File: src/rtl/core/dccd_pkg.sv
`timescale 1ns / 1ps
// ----------------------------------------------------------------------------
// dccd_pkg: shared types, constants and microcode for the day count converter
// Holds the payload structs, the sequencer opcodes and conditions, the
// microprogram ROM and the month length table.
// ----------------------------------------------------------------------------
package dccd_pkg;

  // Field widths
  localparam int DAY_COUNT_BITS = 15;
  localparam int MINUTE_BITS    = 11;
  localparam int YEAR_BITS      = 12;
  localparam int YLEN_BITS      = 9;
  localparam int MLEN_BITS      = 5;

  // Calendar constants
  localparam logic [YEAR_BITS-1:0] BASE_YEAR     = 12'd1980;
  localparam logic [1:0]           BASE_MOD4     = 2'd0;    // 1980 mod 4
  localparam logic [6:0]           BASE_MOD100   = 7'd80;   // 1980 mod 100
  localparam logic [8:0]           BASE_MOD400   = 9'd380;  // 1980 mod 400
  localparam logic [6:0]           MOD100_LAST   = 7'd99;
  localparam logic [8:0]           MOD400_LAST   = 9'd399;
  localparam logic [3:0]           LAST_MONTH    = 4'd12;
  localparam logic [YLEN_BITS-1:0] YEAR_DAYS     = 9'd365;
  localparam logic [YLEN_BITS-1:0] LEAP_DAYS     = 9'd366;
  localparam int                   DAYS_PER_WEEK = 7;
  localparam int                   MIN_PER_HOUR  = 60;

  // Reciprocals: floor(x/7) exact for x < 104859, floor(x/60) exact for x < 4681
  localparam int                   WD_X_BITS    = DAY_COUNT_BITS + 1;
  localparam logic [16:0]          WD_RECIP     = 17'd74899;
  localparam int                   WD_SHIFT     = 19;
  localparam int                   WD_PROD_BITS = WD_X_BITS + 17;
  localparam int                   WD_Q_BITS    = WD_PROD_BITS - WD_SHIFT;
  localparam logic [12:0]          HR_RECIP     = 13'd4370;
  localparam int                   HR_SHIFT     = 18;
  localparam int                   HR_PROD_BITS = MINUTE_BITS + 13;

  // Payload types
  typedef struct packed {
    logic [DAY_COUNT_BITS-1:0] day_count;
    logic [MINUTE_BITS-1:0]    minute_of_day;
  } in_item_t;

  typedef struct packed {
    logic [YEAR_BITS-1:0] year;
    logic [3:0]           month;
    logic [4:0]           day_of_month;
    logic [2:0]           weekday;
    logic [5:0]           hour;
    logic [5:0]           minute;
  } out_item_t;

  // Datapath operations
  localparam logic [2:0] OP_NOP      = 3'd0;
  localparam logic [2:0] OP_YEAR_SUB = 3'd1;
  localparam logic [2:0] OP_DAY_INC  = 3'd2;
  localparam logic [2:0] OP_MON_SUB  = 3'd3;
  localparam logic [2:0] OP_EMIT     = 3'd4;

  // Branch conditions
  localparam logic [1:0] COND_NEVER     = 2'd0;
  localparam logic [1:0] COND_YEAR_FITS = 2'd1;
  localparam logic [1:0] COND_MON_DONE  = 2'd2;
  localparam logic [1:0] COND_OUT_FULL  = 2'd3;

  // Program counter
  localparam int         PC_BITS      = 2;
  localparam logic [1:0] PC_YEAR_LOOP = 2'd0;
  localparam logic [1:0] PC_DAY_INC   = 2'd1;
  localparam logic [1:0] PC_MON_LOOP  = 2'd2;
  localparam logic [1:0] PC_FINISH    = 2'd3;

  typedef struct packed {
    logic [2:0]         op;
    logic [1:0]         cond;
    logic [PC_BITS-1:0] jt;   // next step when condition holds (op skipped)
    logic [PC_BITS-1:0] jf;   // next step when it does not (op executed)
  } uword_t;

  // Sequencer to datapath
  typedef struct packed {
    logic       load;
    logic [2:0] op;
  } ctrl_t;

  // Datapath to sequencer
  typedef struct packed {
    logic year_fits;
    logic month_done;
  } dp_stat_t;

  // Microprogram ROM
  function automatic uword_t ucode_rom(input logic [PC_BITS-1:0] pc);
    uword_t w;
    unique case (pc)
      PC_YEAR_LOOP: w = '{op: OP_YEAR_SUB, cond: COND_YEAR_FITS,
                          jt: PC_DAY_INC,  jf: PC_YEAR_LOOP};
      PC_DAY_INC:   w = '{op: OP_DAY_INC,  cond: COND_NEVER,
                          jt: PC_MON_LOOP, jf: PC_MON_LOOP};
      PC_MON_LOOP:  w = '{op: OP_MON_SUB,  cond: COND_MON_DONE,
                          jt: PC_FINISH,   jf: PC_MON_LOOP};
      PC_FINISH:    w = '{op: OP_EMIT,     cond: COND_OUT_FULL,
                          jt: PC_FINISH,   jf: PC_YEAR_LOOP};
      default:      w = '{op: OP_NOP,      cond: COND_NEVER,
                          jt: PC_YEAR_LOOP, jf: PC_YEAR_LOOP};
    endcase
    return w;
  endfunction

  // Days in a month, February by the leap flag
  function automatic logic [MLEN_BITS-1:0] month_len(input logic [3:0] month,
                                                      input logic       leap);
    logic [MLEN_BITS-1:0] len;
    unique case (month)
      4'd2:                      len = leap ? 5'd29 : 5'd28;
      4'd4, 4'd6, 4'd9, 4'd11:   len = 5'd30;
      default:                   len = 5'd31;
    endcase
    return len;
  endfunction

endpackage

File: src/rtl/core/day_count_to_calendar_date.sv
`timescale 1ns / 1ps
// ----------------------------------------------------------------------------
// day_count_to_calendar_date: day count and minute count to date and time
// Microcoded converter: a four-step program subtracts year lengths, then
// month lengths, and emits year, month, day, weekday, hour and minute.
// ----------------------------------------------------------------------------
//
//  channel | ports                         | payload
//  --------+-------------------------------+----------------------
//  input   | in_valid / in_ready / in_data | dccd_pkg::in_item_t
//  output  | out_valid / out_ready / out_data | dccd_pkg::out_item_t
//
// One transaction at a time: the sequencer runs its year subtraction loop,
// day increment step, month loop and emit step before it accepts the next input.
// Synchronous active-low reset clears the sequencer and the output valid.
// A stalled output holds its result; the sequencer waits in its final step
// and takes no new input until the result slot frees.
// ----------------------------------------------------------------------------
module day_count_to_calendar_date (
  input  logic                 clk,
  input  logic                 rst_n,
  input  logic                 in_valid,
  output logic                 in_ready,
  input  dccd_pkg::in_item_t   in_data,
  output logic                 out_valid,
  input  logic                 out_ready,
  output dccd_pkg::out_item_t  out_data
);

  dccd_pkg::ctrl_t     ctrl;
  dccd_pkg::dp_stat_t  stat;
  dccd_pkg::out_item_t result;
  logic                busy;
  logic                start;
  logic                out_full;
  logic                out_valid_r;
  dccd_pkg::out_item_t out_data_r;

  assign start    = in_valid && in_ready;
  assign in_ready = !busy;
  assign out_full = out_valid_r && !out_ready;

  dccd_seq u_seq (
    .clk      (clk),
    .rst_n    (rst_n),
    .start    (start),
    .stat     (stat),
    .out_full (out_full),
    .ctrl     (ctrl),
    .busy     (busy)
  );

  dccd_dp u_dp (
    .clk     (clk),
    .ctrl    (ctrl),
    .in_item (in_data),
    .stat    (stat),
    .result  (result)
  );

  // Output register
  always_ff @(posedge clk) begin
    if (!rst_n) begin
      out_valid_r <= 1'b0;
    end else if (ctrl.op == dccd_pkg::OP_EMIT) begin
      out_valid_r <= 1'b1;
    end else if (out_ready) begin
      out_valid_r <= 1'b0;
    end
  end

  always_ff @(posedge clk) begin
    if (ctrl.op == dccd_pkg::OP_EMIT) begin
      out_data_r <= result;
    end
  end

  assign out_valid = out_valid_r;
  assign out_data  = out_data_r;

`ifndef NO_ASSERTIONS
  // Accepting a transaction starts the program, so input closes next cycle
  a_busy_after_accept: assert property (@(posedge clk) disable iff (!rst_n)
    (in_valid && in_ready) |=> !in_ready)
    else $error("input still open after accept");

  // Emit never overwrites an untaken result
  a_no_overwrite: assert property (@(posedge clk) disable iff (!rst_n)
    (ctrl.op == dccd_pkg::OP_EMIT) |-> (!out_valid_r || out_ready))
    else $error("result overwritten");

  // Emitted dates are in range
  a_date_range: assert property (@(posedge clk) disable iff (!rst_n)
    out_valid |-> (out_data.month >= 4'd1 && out_data.month <= 4'd12 &&
                   out_data.day_of_month >= 5'd1 &&
                   out_data.weekday >= 3'd1 && out_data.weekday <= 3'd7))
    else $error("date field out of range");

  // Results appear only from an emit step
  a_emit_source: assert property (@(posedge clk) disable iff (!rst_n)
    $rose(out_valid) |-> $past(ctrl.op == dccd_pkg::OP_EMIT))
    else $error("result without emit");
`endif

endmodule

File: src/rtl/core/dccd_seq.sv
`timescale 1ns / 1ps
// ----------------------------------------------------------------------------
// dccd_seq: microcode sequencer
// Steps through the ROM program, evaluates the branch condition of each
// control word and issues the datapath operation when it does not branch.
// ----------------------------------------------------------------------------
module dccd_seq (
  input  logic                clk,
  input  logic                rst_n,
  input  logic                start,
  input  dccd_pkg::dp_stat_t  stat,
  input  logic                out_full,
  output dccd_pkg::ctrl_t     ctrl,
  output logic                busy
);

  logic                         busy_r, busy_nxt;
  logic [dccd_pkg::PC_BITS-1:0] pc_r, pc_nxt;
  dccd_pkg::uword_t             uw;
  logic                         taken;
  logic [2:0]                   op_act;

  // Fetch and condition select
  always_comb begin
    uw = dccd_pkg::ucode_rom(pc_r);
    unique case (uw.cond)
      dccd_pkg::COND_YEAR_FITS: taken = stat.year_fits;
      dccd_pkg::COND_MON_DONE:  taken = stat.month_done;
      dccd_pkg::COND_OUT_FULL:  taken = out_full;
      default:                  taken = 1'b0;
    endcase
    op_act = (busy_r && !taken) ? uw.op : dccd_pkg::OP_NOP;
  end

  // Next step
  always_comb begin
    busy_nxt = busy_r;
    pc_nxt   = pc_r;
    if (start) begin
      busy_nxt = 1'b1;
      pc_nxt   = dccd_pkg::PC_YEAR_LOOP;
    end else if (busy_r) begin
      pc_nxt = taken ? uw.jt : uw.jf;
      if (op_act == dccd_pkg::OP_EMIT) begin
        busy_nxt = 1'b0;
      end
    end
  end

  always_ff @(posedge clk) begin
    if (!rst_n) begin
      busy_r <= 1'b0;
      pc_r   <= dccd_pkg::PC_YEAR_LOOP;
    end else begin
      busy_r <= busy_nxt;
      pc_r   <= pc_nxt;
    end
  end

  assign ctrl.load = start;
  assign ctrl.op   = op_act;
  assign busy      = busy_r;

endmodule

File: src/rtl/core/dccd_dp.sv
`timescale 1ns / 1ps
// ----------------------------------------------------------------------------
// dccd_dp: conversion datapath
// Day remainder, year and month counters with leap tracking, plus
// reciprocal units for weekday and hour/minute.
// ----------------------------------------------------------------------------
module dccd_dp (
  input  logic                 clk,
  input  dccd_pkg::ctrl_t      ctrl,
  input  dccd_pkg::in_item_t   in_item,
  output dccd_pkg::dp_stat_t   stat,
  output dccd_pkg::out_item_t  result
);

  localparam int DCB = dccd_pkg::DAY_COUNT_BITS;

  logic [DCB-1:0]                   day0_r;
  logic [dccd_pkg::MINUTE_BITS-1:0] mins_r;
  logic [DCB-1:0]                   rem_r, rem_nxt;
  logic [dccd_pkg::YEAR_BITS-1:0]   year_r, year_nxt;
  logic [1:0]                       mod4_r, mod4_nxt;
  logic [6:0]                       mod100_r, mod100_nxt;
  logic [8:0]                       mod400_r, mod400_nxt;
  logic [3:0]                       month_r, month_nxt;

  logic                             leap;
  logic [dccd_pkg::YLEN_BITS-1:0]   ylen;
  logic [dccd_pkg::MLEN_BITS-1:0]   mlen;
  logic [DCB-1:0]                   ylen_x, mlen_x;

  // Leap rule from the running residues
  assign leap   = (mod4_r == 2'd0) && ((mod100_r != 7'd0) || (mod400_r == 9'd0));
  assign ylen   = leap ? dccd_pkg::LEAP_DAYS : dccd_pkg::YEAR_DAYS;
  assign mlen   = dccd_pkg::month_len(month_r, leap);
  assign ylen_x = DCB'(ylen);
  assign mlen_x = DCB'(mlen);

  assign stat.year_fits  = rem_r < ylen_x;
  assign stat.month_done = (month_r == dccd_pkg::LAST_MONTH) || (rem_r <= mlen_x);

  // Counter updates per operation
  always_comb begin
    rem_nxt    = rem_r;
    year_nxt   = year_r;
    mod4_nxt   = mod4_r;
    mod100_nxt = mod100_r;
    mod400_nxt = mod400_r;
    month_nxt  = month_r;
    if (ctrl.load) begin
      rem_nxt    = in_item.day_count;
      year_nxt   = dccd_pkg::BASE_YEAR;
      mod4_nxt   = dccd_pkg::BASE_MOD4;
      mod100_nxt = dccd_pkg::BASE_MOD100;
      mod400_nxt = dccd_pkg::BASE_MOD400;
      month_nxt  = 4'd1;
    end else begin
      unique case (ctrl.op)
        dccd_pkg::OP_YEAR_SUB: begin
          rem_nxt    = rem_r - ylen_x;
          year_nxt   = year_r + 12'd1;
          mod4_nxt   = mod4_r + 2'd1;
          mod100_nxt = (mod100_r == dccd_pkg::MOD100_LAST) ? 7'd0 : mod100_r + 7'd1;
          mod400_nxt = (mod400_r == dccd_pkg::MOD400_LAST) ? 9'd0 : mod400_r + 9'd1;
        end
        dccd_pkg::OP_DAY_INC: begin
          rem_nxt = rem_r + DCB'(1);
        end
        dccd_pkg::OP_MON_SUB: begin
          rem_nxt   = rem_r - mlen_x;
          month_nxt = month_r + 4'd1;
        end
        default: begin
        end
      endcase
    end
  end

  always_ff @(posedge clk) begin
    if (ctrl.load) begin
      day0_r <= in_item.day_count;
      mins_r <= in_item.minute_of_day;
    end
    rem_r    <= rem_nxt;
    year_r   <= year_nxt;
    mod4_r   <= mod4_nxt;
    mod100_r <= mod100_nxt;
    mod400_r <= mod400_nxt;
    month_r  <= month_nxt;
  end

  // Weekday: (day + 1) mod 7 via reciprocal, quotient registered
  logic [dccd_pkg::WD_X_BITS-1:0]    wd_x;
  logic [dccd_pkg::WD_PROD_BITS-1:0] wd_prod;
  logic [dccd_pkg::WD_Q_BITS-1:0]    wd_q_r;
  logic [dccd_pkg::WD_X_BITS-1:0]    wd_rem;

  assign wd_x    = dccd_pkg::WD_X_BITS'(day0_r) + dccd_pkg::WD_X_BITS'(1);
  assign wd_prod = dccd_pkg::WD_PROD_BITS'(wd_x) * dccd_pkg::WD_PROD_BITS'(dccd_pkg::WD_RECIP);

  // Hour: minutes / 60 via reciprocal, registered
  logic [dccd_pkg::HR_PROD_BITS-1:0] hr_prod;
  logic [5:0]                        hour_r;
  logic [dccd_pkg::MINUTE_BITS:0]    min_rem;

  assign hr_prod = dccd_pkg::HR_PROD_BITS'(mins_r) * dccd_pkg::HR_PROD_BITS'(dccd_pkg::HR_RECIP);

  // Inputs settle on load; these registers follow in the next cycle, well before emit
  always_ff @(posedge clk) begin
    wd_q_r <= wd_prod[dccd_pkg::WD_PROD_BITS-1:dccd_pkg::WD_SHIFT];
    hour_r <= hr_prod[dccd_pkg::HR_SHIFT+5:dccd_pkg::HR_SHIFT];
  end

  assign wd_rem  = wd_x - dccd_pkg::WD_X_BITS'(wd_q_r)
                        * dccd_pkg::WD_X_BITS'(dccd_pkg::DAYS_PER_WEEK);
  assign min_rem = (dccd_pkg::MINUTE_BITS+1)'(mins_r)
                 - (dccd_pkg::MINUTE_BITS+1)'(hour_r)
                   * (dccd_pkg::MINUTE_BITS+1)'(dccd_pkg::MIN_PER_HOUR);

  // Result fields
  assign result.year         = year_r;
  assign result.month        = month_r;
  assign result.day_of_month = rem_r[4:0];
  assign result.weekday      = wd_rem[2:0] + 3'd1;
  assign result.hour         = hour_r;
  assign result.minute       = min_rem[5:0];

endmodule
File: config.mk
export PLATFORM = sky130hd
export DESIGN_NAME = day_count_to_calendar_date
export DESIGN_NICKNAME = d
export VERILOG_FILES = /design/src/rtl/core/dccd_pkg.sv /design/src/rtl/core/day_count_to_calendar_date.sv /design/src/rtl/core/dccd_seq.sv /design/src/rtl/core/dccd_dp.sv
export SDC_FILE = /design/constraint.sdc
export NUM_CORES = 1
export LEC_CHECK = 0
export BUFFER_PORTS_ARGS = -buffer_cell sky130_fd_sc_hd__buf_2
export CAP_MARGIN = 20
export CORE_MARGIN = 2
export CORE_UTILIZATION = 60
export CTS_BUF_LIST = sky130_fd_sc_hd__clkbuf_16
export DETAILED_ROUTE_END_ITERATION = 16
export PLACE_DENSITY_LB_ADDON = 0.1
export SYNTH_ARGS = -nofsm -noshare
export SYNTH_HDL_FRONTEND = slang
export SYNTH_SLANG_ARGS = --single-unit
File: constraint.sdc
create_clock -name clk -period 10.8 [get_ports clk]
set_input_delay 1.08 -clock clk [delete_from_list [all_inputs] [get_ports clk]]
set_output_delay 1.08 -clock clk [all_outputs]
set_load 0.005 [all_outputs]
==> run_results.csv, run 1 <==
group,metric,value,unit
status,status,"finished, final reports clean",
floorplanning,start_util,60.5,%
sta,skew,7.02,ps
clock_tree,cts_buffers,17,
global_route,grt_pass1_wl,30300,um
cells_and_area,final_area,10700,um2
synth,avgSynthCellArea,10.3,um2
floorplanning,rows,46,
sta,setup_viol,0,
cells_and_area,final_cell_mix,"ha_1, inv_1, edfxtp_1, buf_2, nand2_1",
drt,drc,0,
synth,synth_cell_types,60,
cells_and_area,multi_input_area,5650,um2
cells_and_area,nNetsFinal,1234,
floorplanning,ios,68,
cells_and_area,nFillCells,1255,
critical_path,crit_fanout,4,
synth,seq_area_frac_synth,34.2,%
synth,syn_inst,926,
sta,setup_ws,4640,ps
power_and_ir_drop,peakVddDrop,0.129,mV
placed_design,place.gp.congestion,0.808,
sta,worst_pin_slew,640,ps
clock_tree,clk_path_buf_depth,2,
drt,routedWlPerCell,14.8,um
sta,hold_ws,406,ps
sta,fin_crit,6160,ps
cells_and_area,fin_cells,1229,
global_route,grt.total_usage,23.0,%
clock_tree,cts_resized,0,
floorplanning,fp.dieW,130,um
placed_design,place_inst,1195,
synth,synth-edff-count,77,
cells_and_area,layout_commonest_cell,"ha_1",
clock_tree,h-tree-depth,4,
sta,tns,0,ps
drt,first_pass_iters,5,
global_route,grt_max_degree,53,
power_and_ir_drop,power,2.02,mW
drt,num_vias,6573,
drt,routed_wl,18200,um
floorplanning,core,15700,um2
synth,yosysWarningCount,0,
sta,slew_viol_final,0,
placed_design,post-place-ws,4610,ps
cells_and_area,drive_above_1_share,11.7,%
clock_tree,hold_buffers,0,
hold_path,hold_path.class,"register to register",
floorplanning,fp.dieH,130,um
critical_path,critPathLaunchType,"register",
cells_and_area,seqCellArea,3250,um2
clock_tree,cts.clk_slew.worst_paths,60,ps
placed_design,place_area,10100,um2
power_and_ir_drop,power_leakage,4.93,nW
sta,rsz0062_at_grt,"no",
floorplanning,dieArea,16900,um2
clock_tree,cts_tree,"yes",
clock_tree,clock_sinks,124,
drt,drt_iter0_markers,396,
synth,ys_ff_latch,124,
drt,vias_per_cell,5.35,
power_and_ir_drop,p_per_area,190,nW/um2
sta,fmax,162,MHz
critical_path,critPathRequiredTime,11110,ps
sta,final_hold_viol_count,0,
sta,finalCritPeriodShare,57.0,%
cells_and_area,final_util,67.9,%
run,drv_cap,0,
placed_design,portBuffers,67,
clock_tree,cts_root_buffer,"clkbuf_16",
critical_path,crit_type,"register to register",
global_route,grt_overflow,0,
critical_path,worst_setup_path_end_kind,"register",
clock_tree,cts_setup_buffers,0,
placed_design,dpl.hpwl,13900,um
clock_tree,clkLatencyLatePin,420,ps
global_route,grt_pass1_vias,6445,
synth,syn_nets,1161,
critical_path,arrival,6470,ps
global_route,antenna_found_initial,1,
synth,synth-main-ff-cell,"edfxtp_1",
cells_and_area,area_growth,12.1,%
synth,synthesis.area,9510,um2
sta,slew_headroom,57.0,%
drt,ant_nets,0,
synth,synthArstFlopShare,0,%
## final cells by class
cell class,instances,share of cell area (%)
Inverter,144,5.07
Clock buffer,18,4.22
Sequential cell,124,30.5
Antenna cell,1,0.0235
Tap cell,216,2.53
Timing Repair Buffer,75,3.71
Clock inverter,14,0.997
Multi-Input combinational cell,637,52.9
## path summary, 6_finish.rpt
path / startpoint / end / slack [ps] / cells past startpoint
min: u_dp.hour_r[5] / out_data[11] / 410 / 0
max reg2reg: u_dp.day0_r[2] / u_dp.wd_q_r[1] / 4640 / 23
max: u_dp.day0_r[2] / u_dp.wd_q_r[1] / 4640 / 23
min reg2reg: u_dp.hour_r[5] / out_data[11] / 410 / 0
## flip-flops by register name (all words and copies together) (netlist names), 3 cells and up
register,cells
u_dp.mins_r,11
u_dp.rem_r,15
u_dp.month_r,4
u_dp.year_r,12
u_dp.mod100_r,7
u_dp.mod400_r,9
u_dp.hour_r,6
u_dp.day0_r,15
out_data,36
u_dp.wd_q_r,3
## cells in the mapped netlist, types with 5 or more instances
cell / instances / area [um2]
a21oi_1: 27 / 135
a31oi_1: 7 / 43.8
and2_1: 7 / 43.8
and3_1: 17 / 106
clkbuf_1: 16 / 60.1
dfxtp_1: 47 / 941
edfxtp_1: 77 / 2310
fa_1: 53 / 1060
ha_1: 152 / 1900
inv_1: 143 / 537
mux2i_1: 18 / 180
nand2_1: 64 / 240
nand3_1: 29 / 145
nand4_1: 17 / 106
nor2_1: 50 / 188
nor2b_1: 6 / 37.5
nor3_1: 17 / 85.1
nor4_1: 8 / 50.1
o21a_1: 5 / 37.5
o21ai_0: 24 / 120
xnor2_1: 42 / 368
xor2_1: 29 / 254
## layer usage
layer  vias to the layer above  track usage, %  part of all wire (%)
li1                       3328               -                     -
met1                      3101            29.9                    46
met2                       112            38.3                    48
met3                        32            4.22                   3.6
met4                         0            8.92                   2.2
met5                         -               0                     0
## where the power goes
part | switching (mW) | internal (mW) | leakage [nW]
clock network | 0.227 | 0.310 | 0.274
logic | 0.455 | 0.403 | 3.54
registers | 0.0554 | 0.574 | 1.11
## worst max-delay path, cell delays in order, from the launching register on
cell	delay, ps
edfxtp_1	410
and3_1	190
and3_1	230
nand2_1	100
nor2_1	190
nand4_1	190
xnor2_1	200
ha_1	250
ha_1	270
inv_1	50
fa_1	500
inv_1	60
fa_1	530
inv_1	50
fa_1	530
inv_1	50
fa_1	440
ha_1	200
or4_1	500
a2111o_1	330
a211o_1	290
a21oi_1	220
o21bai_1	110
xor2_1	140
## cells by family after synthesis
logic type      after synthesis  synth area share, %
flops                       124                 34.2
buf+inv                     165                 6.60
compound gates              106                 7.25
simple gates                235                 12.1
fa+ha+maj                   205                 31.2
mux                          20                 2.13
xor+xnor                     71                 6.54
Note: power is estimated with default switching activity, not from simulation.
==> inputs of run 2 (changes only) <==
- ABC_AREA: unset -> 1
- clock period: 10.8 -> 5.7 ns (I/O delays scaled with it)
==> run 2 against run 1 <==
Sequential power grew 92%. Synthesized cell count is 29% higher. Synthesized area is 9.6% higher. Largest power group unchanged. Largest cell class unchanged. Critical endpoint unchanged.
==> run_results.csv, run 2 <==
group,metric,value,unit
status,status,"finished, final reports clean",
synth,syn_nets,1425,
critical_path,critPathLaunchType,"register",
power_and_ir_drop,p_per_area,407,nW/um2
global_route,grt_pass1_vias,7490,
critical_path,critPathRequiredTime,6050,ps
floorplanning,fp.dieH,136,um
drt,routed_wl,21600,um
clock_tree,cts_tree,"yes",
cells_and_area,final_util,68.8,%
critical_path,r2r_cells,26,
sta,tns,0,ps
sta,worst_pin_slew,918,ps
critical_path,crit_fanout,5,
clock_tree,hold_buffers,0,
critical_path,worst_setup_path_end_kind,"register",
clock_tree,clk_path_buf_depth,2,
floorplanning,core,17100,um2
cells_and_area,regMostFlops,"out_data",
synth,seq_area_frac_synth,31.2,%
cells_and_area,reg_top3,"out_data (36), u_dp.day0_r (15), u_dp.rem_r (15)",
global_route,antenna_found_initial,0,
drt,num_vias,7835,
power_and_ir_drop,peakVddDrop,0.358,mV
synth,synth_top_family_by_area,"adder cells",
synth,yosysTopAreaCellShare,22.2,%
power_and_ir_drop,power_leakage,5.76,nW
critical_path,crit_type,"register to register",
hold_path,hold_depth,1,
cells_and_area,area_growth,13.1,%
cells_and_area,final_cell_mix,"inv_1, nand2_1, ha_1, nor2_1, nand3_1",
clock_tree,cts_buffers,17,
floorplanning,dieArea,18400,um2
synth,synth-xor-area-share,6.64,%
synth,synth_mux_area_share,0,%
placed_design,dpl.hpwl,16400,um
synth,ys_ff_latch,124,
drt,ant_nets,0,
placed_design,place_area,11000,um2
clock_tree,cts.clk_slew.worst_paths,60,ps
sta,fmax,178,MHz
synth,synthSimpleGateAreaFrac,18.5,%
clock_tree,h-tree-depth,4,
clock_tree,clock_sinks,124,
sta,hold_ws,328,ps
sta,final_hold_viol_count,0,
global_route,grt.total_usage,24.4,%
synth,synth-main-ff-cell,"edfxtp_1",
drt,vias_per_cell,5.21,
run,drv_cap,0,
cells_and_area,layout_commonest_cell,"inv_1",
synth,syn_inst,1190,
hold_path,hold_path.class,"primary input to register",
drt,first_pass_iters,5,
global_route,grt_pass1_wl,35300,um
floorplanning,ios,68,
synth,yosysMostFrequentCell,"inv_1",
synth,synthesis.area,10400,um2
cells_and_area,drive_above_1_share,12.4,%
synth,synth_compound_area_share,5.34,%
synth,synth_area_leader_cell,"edfxtp_1",
clock_tree,clkLatencyLatePin,420,ps
floorplanning,fp.dieW,136,um
sta,slew_viol_final,0,
synth,synthArstFlopShare,0,%
clock_tree,cts_root_buffer,"clkbuf_16",
sta,setup_viol,0,
drt,drc,0,
placed_design,portBuffers,67,
synth,synth_cell_types,47,
global_route,grt_max_degree,59,
floorplanning,start_util,60.9,%
floorplanning,rows,48,
sta,slew_headroom,38.0,%
sta,fin_crit,5630,ps
synth,yosysWarningCount,0,
placed_design,place.gp.congestion,0.881,
critical_path,arrival,5980,ps
sta,rsz0062_at_grt,"yes",
cells_and_area,final_area,11800,um2
drt,routedWlPerCell,14.4,um
global_route,grt_overflow,0,
synth,synthTopCellsByCount,"inv_1, ha_1, nand2_1, nor2_1, nand3_1",
sta,finalCritPeriodShare,98.7,%
synth,synthTopCellsByArea,"edfxtp_1, ha_1, fa_1",
synth,avgSynthCellArea,8.76,um2
synth,synth-edff-count,77,
drt,drt_iter0_markers,432,
sta,skew,13.6,ps
cells_and_area,antenna_cells,0,
synth,synthAdderAreaFrac,28.4,%
cells_and_area,nNetsFinal,1501,
cells_and_area,largest_reg_flops,36,
[run 2: routing by layer]
metal  part of all wire [%]  wire length [um]  GRT usage, %
met5                      0                 0             0
met4                    1.3               286          8.28
met3                    3.4               736          3.85
met2                     50             10800          42.6
met1                     45              9790          30.8
[run 2: stage by stage]
step	setup slack [ps]	std cells	total power [mW]
after floorplan	169	1190	2.90
after global placement	57.6	1468	3.30
after detailed placement	-83.0	1468	3.35
after CTS	14.3	1500	4.47
after global routing	-154	1504	5.20
final	71.4	1504	4.79
[run 2: final timing paths]
path	from	endpoint	slack [ps]
worst max-delay path	u_dp.day0_r[1]	u_dp.wd_q_r[1]	70
worst min-delay path	in_data[9]	u_dp.mins_r[9]	330
worst max register to register	u_dp.day0_r[1]	u_dp.wd_q_r[1]	70
worst min register to register	u_dp.hour_r[5]	out_data[11]	400
[run 2: repair_timing]
action                     CTS  global route
setup buffers                0             4
pin swaps                    0            21
setup endpoints to repair    3             3
gates resized for setup      3            38
[run 2: cell type report]
| class | instances | area [um2] |
|---|---|---|
| Clock buffer | 19 | 475 |
| Clock inverter | 13 | 118 |
| Fill cell | 1410 | 5340 |
| Inverter | 231 | 867 |
| Multi-Input combinational cell | 808 | 6320 |
| Sequential cell | 124 | 3250 |
| Tap cell | 225 | 282 |
| Timing Repair Buffer | 84 | 467 |
[run 2: power by group]
group | internal [mW] | leakage, nW | switching, mW
Sequential | 1.10 | 1.10 | 0.107
Combinational | 1.06 | 4.36 | 1.44
Clock | 0.687 | 0.299 | 0.389
Total | 2.85 | 5.76 | 1.94
[run 2: logic make-up after synthesis]
kind of cell	Yosys count
compound gates	91
simple gates	433
buf+inv	258
flops	124
fa+ha+maj	205
xor+xnor	79
[run 2: critical path, cell delays in order (launching register included)]
cell and delay, ps:
edfxtp_1 390, ha_2 220, nand2_2 60, nor2_2 130
nand4_1 160, nor3_2 280, nand3_2 150, nor2_4 170
xor2_1 80, ha_1 270, inv_1 60, fa_1 550
inv_1 60, fa_1 380, inv_1 70, fa_1 440
fa_2 380, inv_1 80, fa_1 420, ha_1 310
nand2_2 100, inv_1 90, nand3_1 120, nor2_1 220
nand3_1 130, o2111ai_2 120, xor2_1 150
